==> src/hw/rtl/itoa_pkg.sv <==
package itoa_pkg;

	localparam int ValueW        = 32;
	localparam int DigitW        = 4;
	localparam int NumDigits     = 10;
	localparam int BcdW          = DigitW * NumDigits;
	localparam int IdxW          = $clog2(NumDigits);
	localparam int StepsPerStage = 8;

	localparam logic [7:0] CharZero  = 8'd48;
	localparam logic [7:0] CharMinus = 8'd45;

	typedef struct packed {
		logic            neg;
		logic [BcdW-1:0] bcd;
	} conv_word_t;

	typedef struct packed {
		logic [BcdW-1:0]   bcd;
		logic [ValueW-1:0] bin;
	} dab_t;

	// eight shift-and-add-3 steps, MSB of bin first
	function automatic dab_t dabble8(input logic [BcdW-1:0] bcd_in,
		input logic [ValueW-1:0] bin_in);
		logic [BcdW-1:0]   b;
		logic [ValueW-1:0] v;
		dab_t              r;
		b = bcd_in;
		v = bin_in;
		for (int s = 0; s < StepsPerStage; s++) begin
			for (int d = 0; d < NumDigits; d++) begin
				if (b[d*DigitW +: DigitW] >= 4'd5) begin
					b[d*DigitW +: DigitW] = b[d*DigitW +: DigitW] + 4'd3;
				end
			end
			b = {b[BcdW-2:0], v[ValueW-1]};
			v = {v[ValueW-2:0], 1'b0};
		end
		r.bcd = b;
		r.bin = v;
		return r;
	endfunction

endpackage

==> src/hw/rtl/itoa_ser.sv <==
module itoa_ser (
	input  logic                clk,
	input  logic                arst_n,
	input  logic                in_valid,
	output logic                in_ready,
	input  itoa_pkg::conv_word_t in_word,
	output logic                strobe,
	output logic [7:0]          ascii_char,
	output logic                last
);
	import itoa_pkg::*;

	logic            active_q;
	logic            sign_q;
	logic [IdxW-1:0] idx_q;
	logic [BcdW-1:0] digits_q;
	logic [IdxW-1:0] top_idx;
	logic [DigitW-1:0] cur_digit;
	logic            load;

	// highest non-zero digit; zero gives a single '0'
	always_comb begin
		top_idx = '0;
		for (int i = 0; i < NumDigits; i++) begin
			if (in_word.bcd[i*DigitW +: DigitW] != '0) begin
				top_idx = IdxW'(i);
			end
		end
	end

	assign in_ready  = !active_q || (!sign_q && idx_q == '0);
	assign load      = in_valid && in_ready;
	assign cur_digit = digits_q[idx_q*DigitW +: DigitW];

	assign strobe     = active_q;
	assign ascii_char = sign_q ? CharMinus : (CharZero + {4'b0000, cur_digit});
	assign last       = !sign_q && idx_q == '0;

	always_ff @(posedge clk or negedge arst_n) begin
		if (!arst_n) begin
			active_q <= 1'b0;
			sign_q   <= 1'b0;
			idx_q    <= '0;
		end else if (load) begin
			active_q <= 1'b1;
			sign_q   <= in_word.neg;
			idx_q    <= top_idx;
		end else if (active_q) begin
			if (sign_q) begin
				sign_q <= 1'b0;
			end else if (idx_q == '0) begin
				active_q <= 1'b0;
			end else begin
				idx_q <= idx_q - 1'b1;
			end
		end
	end

	always_ff @(posedge clk) begin
		if (load) begin
			digits_q <= in_word.bcd;
		end
	end

`ifndef SYNTHESIS
	a_sign_only_when_active: assert property (@(posedge clk) disable iff (!arst_n)
		sign_q |-> active_q) else $error("sign pending while idle");
	a_idx_range: assert property (@(posedge clk) disable iff (!arst_n)
		active_q |-> idx_q < IdxW'(NumDigits)) else $error("digit index out of range");
	a_last_ends: assert property (@(posedge clk) disable iff (!arst_n)
		strobe && last && !in_valid |=> !strobe) else $error("word after last");
	a_char_legal: assert property (@(posedge clk) disable iff (!arst_n)
		strobe |-> ascii_char == CharMinus || (ascii_char >= CharZero && ascii_char <= 8'd57))
		else $error("illegal character");
`endif

endmodule

==> src/hw/rtl/integer_to_decimal_ascii_top.sv <==
// A started word passes registers s1 to s5 and is then loaded into the serialiser.
// Throughput: one character per cycle; an item of n characters (1..11) holds
// the output stream for its n characters, set by the single character serialiser.
// A four-stage double-dabble pipeline feeds it; items may enter every cycle
// while the stream keeps up. Reset clears all valid bits and the serialiser's state flags.
module integer_to_decimal_ascii_top (
	input  logic                        clk,
	input  logic                        arst_n,
	input  logic                        start,
	output logic                        busy,
	input  logic                        kind,
	input  logic [itoa_pkg::ValueW-1:0] value,
	output logic                        strobe,
	output logic [7:0]                  ascii_char,
	output logic                        last
);
	import itoa_pkg::*;

	logic              valid_s1, valid_s2, valid_s3, valid_s4, valid_s5;
	logic              neg_s1, neg_s2, neg_s3, neg_s4, neg_s5;
	logic [ValueW-1:0] mag_s1, bin_s2, bin_s3, bin_s4;
	logic [BcdW-1:0]   bcd_s2, bcd_s3, bcd_s4, bcd_s5;
	logic              free1, free2, free3, free4, free5;
	logic              ser_ready;
	logic              accept;
	logic              neg_in;
	dab_t              dab2, dab3, dab4, dab5;
	conv_word_t        ser_word;

	assign free5 = !valid_s5 || ser_ready;
	assign free4 = !valid_s4 || free5;
	assign free3 = !valid_s3 || free4;
	assign free2 = !valid_s2 || free3;
	assign free1 = !valid_s1 || free2;

	assign busy   = !free1;
	assign accept = start && free1;
	assign neg_in = !kind && value[ValueW-1];

	assign dab2 = dabble8('0, mag_s1);
	assign dab3 = dabble8(bcd_s2, bin_s2);
	assign dab4 = dabble8(bcd_s3, bin_s3);
	assign dab5 = dabble8(bcd_s4, bin_s4);

	always_ff @(posedge clk or negedge arst_n) begin
		if (!arst_n) begin
			valid_s1 <= 1'b0;
			valid_s2 <= 1'b0;
			valid_s3 <= 1'b0;
			valid_s4 <= 1'b0;
			valid_s5 <= 1'b0;
		end else begin
			if (free1) valid_s1 <= start;
			if (free2) valid_s2 <= valid_s1;
			if (free3) valid_s3 <= valid_s2;
			if (free4) valid_s4 <= valid_s3;
			if (free5) valid_s5 <= valid_s4;
		end
	end

	always_ff @(posedge clk) begin
		if (accept) begin
			neg_s1 <= neg_in;
			mag_s1 <= neg_in ? (ValueW'(0) - value) : value;
		end
		if (free2 && valid_s1) begin
			neg_s2 <= neg_s1;
			bcd_s2 <= dab2.bcd;
			bin_s2 <= dab2.bin;
		end
		if (free3 && valid_s2) begin
			neg_s3 <= neg_s2;
			bcd_s3 <= dab3.bcd;
			bin_s3 <= dab3.bin;
		end
		if (free4 && valid_s3) begin
			neg_s4 <= neg_s3;
			bcd_s4 <= dab4.bcd;
			bin_s4 <= dab4.bin;
		end
		if (free5 && valid_s4) begin
			neg_s5 <= neg_s4;
			bcd_s5 <= dab5.bcd;
		end
	end

	assign ser_word.neg = neg_s5;
	assign ser_word.bcd = bcd_s5;

	itoa_ser u_ser (
		.clk        (clk),
		.arst_n     (arst_n),
		.in_valid   (valid_s5),
		.in_ready   (ser_ready),
		.in_word    (ser_word),
		.strobe     (strobe),
		.ascii_char (ascii_char),
		.last       (last)
	);

`ifndef SYNTHESIS
	a_accept_fills_s1: assert property (@(posedge clk) disable iff (!arst_n)
		start && !busy |=> valid_s1) else $error("accepted word not in stage 1");
	a_busy_means_full: assert property (@(posedge clk) disable iff (!arst_n)
		busy |-> valid_s1 && valid_s2 && valid_s3 && valid_s4 && valid_s5)
		else $error("busy with a free stage");
	a_stall_holds: assert property (@(posedge clk) disable iff (!arst_n)
		valid_s5 && !ser_ready |=> valid_s5 && $stable(bcd_s5) && $stable(neg_s5))
		else $error("stalled word changed");
`endif

endmodule
==> config.mk <==
export PLATFORM = sky130hd
export DESIGN_NAME = integer_to_decimal_ascii_top
export DESIGN_NICKNAME = d
export VERILOG_FILES = /design/src/hw/rtl/itoa_pkg.sv /design/src/hw/rtl/itoa_ser.sv /design/src/hw/rtl/integer_to_decimal_ascii_top.sv
export SDC_FILE = /design/constraint.sdc
export NUM_CORES = 1
export LEC_CHECK = 0
export ABC_AREA = 1
export BUFFER_PORTS_ARGS = -buffer_cell sky130_fd_sc_hd__buf_2
export CAP_MARGIN = 20
export CORE_MARGIN = 4
export CORE_UTILIZATION = 45
export DETAILED_ROUTE_END_ITERATION = 8
export MAX_ROUTING_LAYER = met4
export PLACE_DENSITY = 0.67
export REMOVE_ABC_BUFFERS = 1
export SETUP_SLACK_MARGIN = 0.5
export SYNTH_ARGS = -nofsm -noshare
export SYNTH_HDL_FRONTEND = slang
export SYNTH_SLANG_ARGS = --single-unit
==> constraint.sdc <==
create_clock -name clk -period 10.52 [get_ports clk]
set_input_delay 1.052 -clock clk [delete_from_list [all_inputs] [get_ports clk]]
set_output_delay 1.052 -clock clk [all_outputs]
set_load 0.03 [all_outputs]
=== Word level (Yosys, flattened, before mapping) ===
Index checks and enable logic that the tools add are counted.
Widths: inputs -> output; s select.

* $add $sub $neg: 222
* Magnitude comparators: 219
* Equal/unequal tests: 2
* Shift-type cells: 1
* Multiplexer cells: 240
* Reductions and logical operators: 35

{| class="wikitable"
|+ Operator list
! cell !! count
|-
| $ge 4x3->1 const B || 209
|-
| $mux 4 || 206
|-
| $add 4x2->4 const B || 193
|-
| $mux 3 || 24
|-
| $add 3x2->3 const B || 16
|-
| $shiftx 40x7->4 || 1
|-
| $reduce_bool 4->1 || 9
|-
| $mux 32 || 1
|-
| $sub 1x32->32 const A || 1
|-
| $add 1x2->3 const AB || 7
|-
| $ge 1x3->1 const AB || 7
|-
| $logic_not 1->1 || 9
|-
| $add 3x2->4 const B || 2
|-
| $logic_and 1x1->1 || 8
|-
| $mux 1 || 8
|-
| $mux 8 || 1
|-
| $add 6x4->7 const A || 1
|-
| $ge 3x3->1 const B || 2
|-
| $logic_or 1x1->1 || 6
|-
| $logic_not 4->1 || 1
|-
| $sub 4x1->4 const B || 1
|-
| $add 2x2->3 const B || 1
|-
| $ge 2x3->1 const B || 1
|-
| $reduce_and 3->1 || 1
|-
| other kinds (3) || 3
|}

* Register bits: 266
* Output and inout bits: 11

=== Logic depth before layout (Yosys ltp) ===
* Word-level depth: 16
* Mapped depth: 51
* Gate-level depth less buffers: 51

=== Modules after synthesis ===
A second synthesis with hierarchy kept.

* Cell total of the unflattened synthesis: 3471
* Area, all modules: 24457.2 um^2

{| class="wikitable"
|+ Modules (own cells, without submodules)
! module !! instances !! cells each !! area an instance (um^2)
|-
| integer_to_decimal_ascii_top || 1 || 3264 || 22285.1
|-
| itoa_ser || 1 || 207 || 2172.1
|}

=== Least setup slack after synthesis ===
OpenSTA, ideal clock, no wires.

* Path kind: reg2reg
* From: register bcd_s4[28]
* To: register bcd_s5[37], data pin
* Arrival: 5.441 ns
* Data required time: 10.260 ns
* Slack: 4.819 ns
* Stages on the path, launching flop included: 36
* Buffers on the path: 0
* Cells stage by stage: edfxtp_1 inv_1 ha_1 inv_1 ha_1 a21oi_2 xor2_2 ha_1 nand3_1 nand4_1 nand3_2 nand2_2 nand2_1 nand2_1 ha_1 inv_1 ha_1 a21oi_1 xor2_1 inv_1 ha_1 a21boi_0 nand3_1 o21ai_1 nand2_2 xor2_1 nand2_1 ha_1 o21bai_1 xnor2_1 inv_1 ha_1 inv_1 o21ai_1 nand2_1 xor2_1

{| class="wikitable"
|+ RTL lines
! what !! line !! RTL
|-
| start: declaration || integer_to_decimal_ascii_top.sv:22 || <nowiki>logic [BcdW-1:0] bcd_s2, bcd_s3, bcd_s4, bcd_s5;</nowiki>
|-
| start signal: assignment || integer_to_decimal_ascii_top.sv:78 || <nowiki>bcd_s4 <= dab4.bcd;</nowiki>
|-
| end signal: assignment || integer_to_decimal_ascii_top.sv:83 || <nowiki>bcd_s5 <= dab5.bcd;</nowiki>
|-
| end: declaration || integer_to_decimal_ascii_top.sv:22 ||
|}

==> impl_metrics.py <==
metrics = {
    "clock_network": {
        "ctsHoldBuffers": 0,
        "cts_resized": 0,
        "cts_sinks": 238,
        "insertion_delay_ns": 0.56,
        "cts_tree": "yes",
        "clk_pin_slew_worst_paths_ns": 0.06,
        "numCtsBuffers": 28,
        "cts_setup_buffers": 0,
        "h-tree-depth": 1,
        "cts_root_buffer": "clkbuf_16",
        "clock_path_buffers": 3,
    },
    "route": {
        "drt-initial-drc-count": 735,
        "vias": 20400,
        "wl_um": 40800,
        "via_per_inst": 4.84,
        "wl_per_cell_um": 9.68,
        "drc": 0,
        "first_pass_iters": 5,
        "antenna_left": 0,
    },
    "synth": {
        "yosys_warnings": 0,
        "yosys-top-cells-count": "nand2_1, inv_1, nand3_1",
        "synth_cell_types": 57,
        "yosysMostFrequentCell": "nand2_1",
        "synth-async-reset-ratio_pct": 4.62,
        "synth.cell_area_um2": 24100,
        "synth_seq_cells": 238,
        "synth_seq_area_share_pct": 29.4,
        "synth_ff_type": "edfxtp_1",
        "yosys.area.top_type": "edfxtp_1",
        "avgSynthCellArea_um2": 7.04,
        "synthCells": 3430,
        "synth_edf_count": 227,
        "synth.top_cell.area_share_pct": 28.2,
        "synthTopCellsByArea": "edfxtp_1, nand2_1, inv_1, ha_1, nand3_1",
    },
    "setup_path": {
        "rr_worst_depth": 35,
        "path_max_fanout": 5,
        "cp_slowest_stage_delay_ns": 0.46,
        "crit_end": "bcd_s5[37]",
        "crit_buf_inv": 6,
        "startpoint": "bcd_s4[28]",
        "cp_num_cells": 35,
        "worstPathArrival_ns": 6.53,
        "cp-end-kind": "flop",
        "r2r_end": "bcd_s5[37]",
        "cp_slowest_cell": "edfxtp_1",
        "required_ns": 10.82,
        "r2r-start": "bcd_s4[28]",
        "r2r_setup_slack_ns": 4.29,
        "crit_type": "flop to flop",
        "crit_family": "adder cells",
        "crit_top_cell": "ha_1",
        "crit_path_start_kind": "flop",
    },
    "grt": {
        "grt_overflow": 0,
        "grt_max_degree": 48,
        "grt_pass1_vias": 18400,
        "antenna_found_initial": 1,
        "grtUsageTotal_pct": 14.8,
        "grt_pass1_wl_um": 74500,
    },
    "place": {
        "placed_cells": 4157,
        "pre_cts_slack_ns": 4.27,
        "io_buffers": 43,
        "gp_congestion": 0.797,
        "dp_hpwl_um": 33400,
    },
    "worst_hold_path": {
        "hp-class": "input pin to asynchronous set/reset pin",
    },
    "floorplan": {
        "start_util_pct": 45.7,
        "die_w_um": 240,
        "design.core.area_um2": 52900,
        "boundaryPins": 47,
        "row_count": 84,
        "dieArea_um2": 57400,
        "fp.dieH_um": 240,
    },
    "cells_and_area": {
        "final_util_pct": 49.6,
        "area_growth_pct": 8.75,
        "fin_cells": 4210,
        "nNetsFinal": 3677,
        "drive_gt1_share_pct": 14.9,
        "diodes": 0,
    },
    "timing": {
        "max_freq_mhz": 160,
        "slew_headroom_pct": 33.5,
        "fin_crit_ns": 6.23,
        "setup_viol": 0,
        "fin_crit_sh_pct": 59.2,
        "rsz0062_at_grt": "false",
        "fin_ws_ns": 4.29,
        "worst_pin_slew_ns": 0.995,
        "finalClockSkew_ns": 0.0201,
        "finalHoldViolCount": 0,
        "drv_slew": 0,
        "setup_tns_ns": 0,
    },
    "outcome": {
        "status": "finished, final reports clean",
    },
    "job": {
        "maxCapViolCount": 0,
    },
}
cell usage in the layout (no fill, tap or decap), types with 79 or more instances in the layout:
cell type,count
ha_1,141
inv_1,547
nor2_1,101
edfxtp_1,227
nand3_1,319
nand3_2,89
nand2_2,161
xor2_1,79
nand4_1,131
nand2_1,1102
how the worst min path moves through the flow:
stage / startpoint / to / slack (ns) / cells past startpoint
global route: arst_n / valid_s2 / 0.40 / 1
global placement: bcd_s5[2] / u_ser.digits_q[2] / 0.40 / 0
detailed placement: mag_s1[4] / bin_s2[12] / 0.40 / 0
finish: arst_n / valid_s1 / 0.40 / 1
floorplan: mag_s1[24] / bcd_s2[0] / 0.40 / 0
CTS: arst_n / valid_s1 / 0.37 / 1
flip-flops by register name, summed over array words and instances, names as in the netlist, 4 cells and up:
register,count
bcd_s3,21
bin_s4,8
u_ser.digits_q,40
bin_s3,16
bcd_s2,10
bcd_s5,40
bin_s2,24
bcd_s4,31
u_ser.idx_q,4
mag_s1,32
metrics by stage:
| stage | hold slack [ns] | area [um2] |
|---|---|---|
| 3_5_place_dp | 0.405 | 25200 |
| 4_1_cts | 0.372 | 26200 |
| 6_report | 0.404 | 26200 |
| 2_1_floorplan | 0.400 | 24100 |
| 3_3_place_gp | 0.401 | 25200 |
| 5_1_grt | 0.398 | 26200 |
cell families (layout without fill, tap and decap cells):
kind of cell	Yosys count	in the layout	synth area share, %
xor gates and xnor gates	116	116	4.83
DFF	238	238	29.4
muxes	2	2	0.0830
adders and majority gates	141	141	7.31
and+or+nand+nor	2039	2039	41.0
AOI/OAI and AO/OA	300	300	8.11
other	2	3	0.0311
buffers and inverters	592	683	9.25
final cells by class:
| class | instances | area, um2 |
|---|---|---|
| clock inverter | 17 | 234 |
| tap | 688 | 861 |
| inverter | 582 | 2180 |
| sequential | 238 | 7090 |
| timing repair buffer | 49 | 273 |
| fill | 5156 | 26600 |
| multi-input combinational | 2601 | 14800 |
| clock buffer | 35 | 767 |
routing by layer:
layer	GRT usage, %	routed length, um	vias up	share of wire [%]
met2	25.1	18100	135	44
met4	2.55	667	0	1.6
li1	-	-	11400	-
met3	1.60	863	44	2.1
met5	-	0	-	0
met1	19.5	21200	8797	52
Power is not shown: default switching activity piles up to over one toggle a cycle in this logic, so the estimate is an artifact.
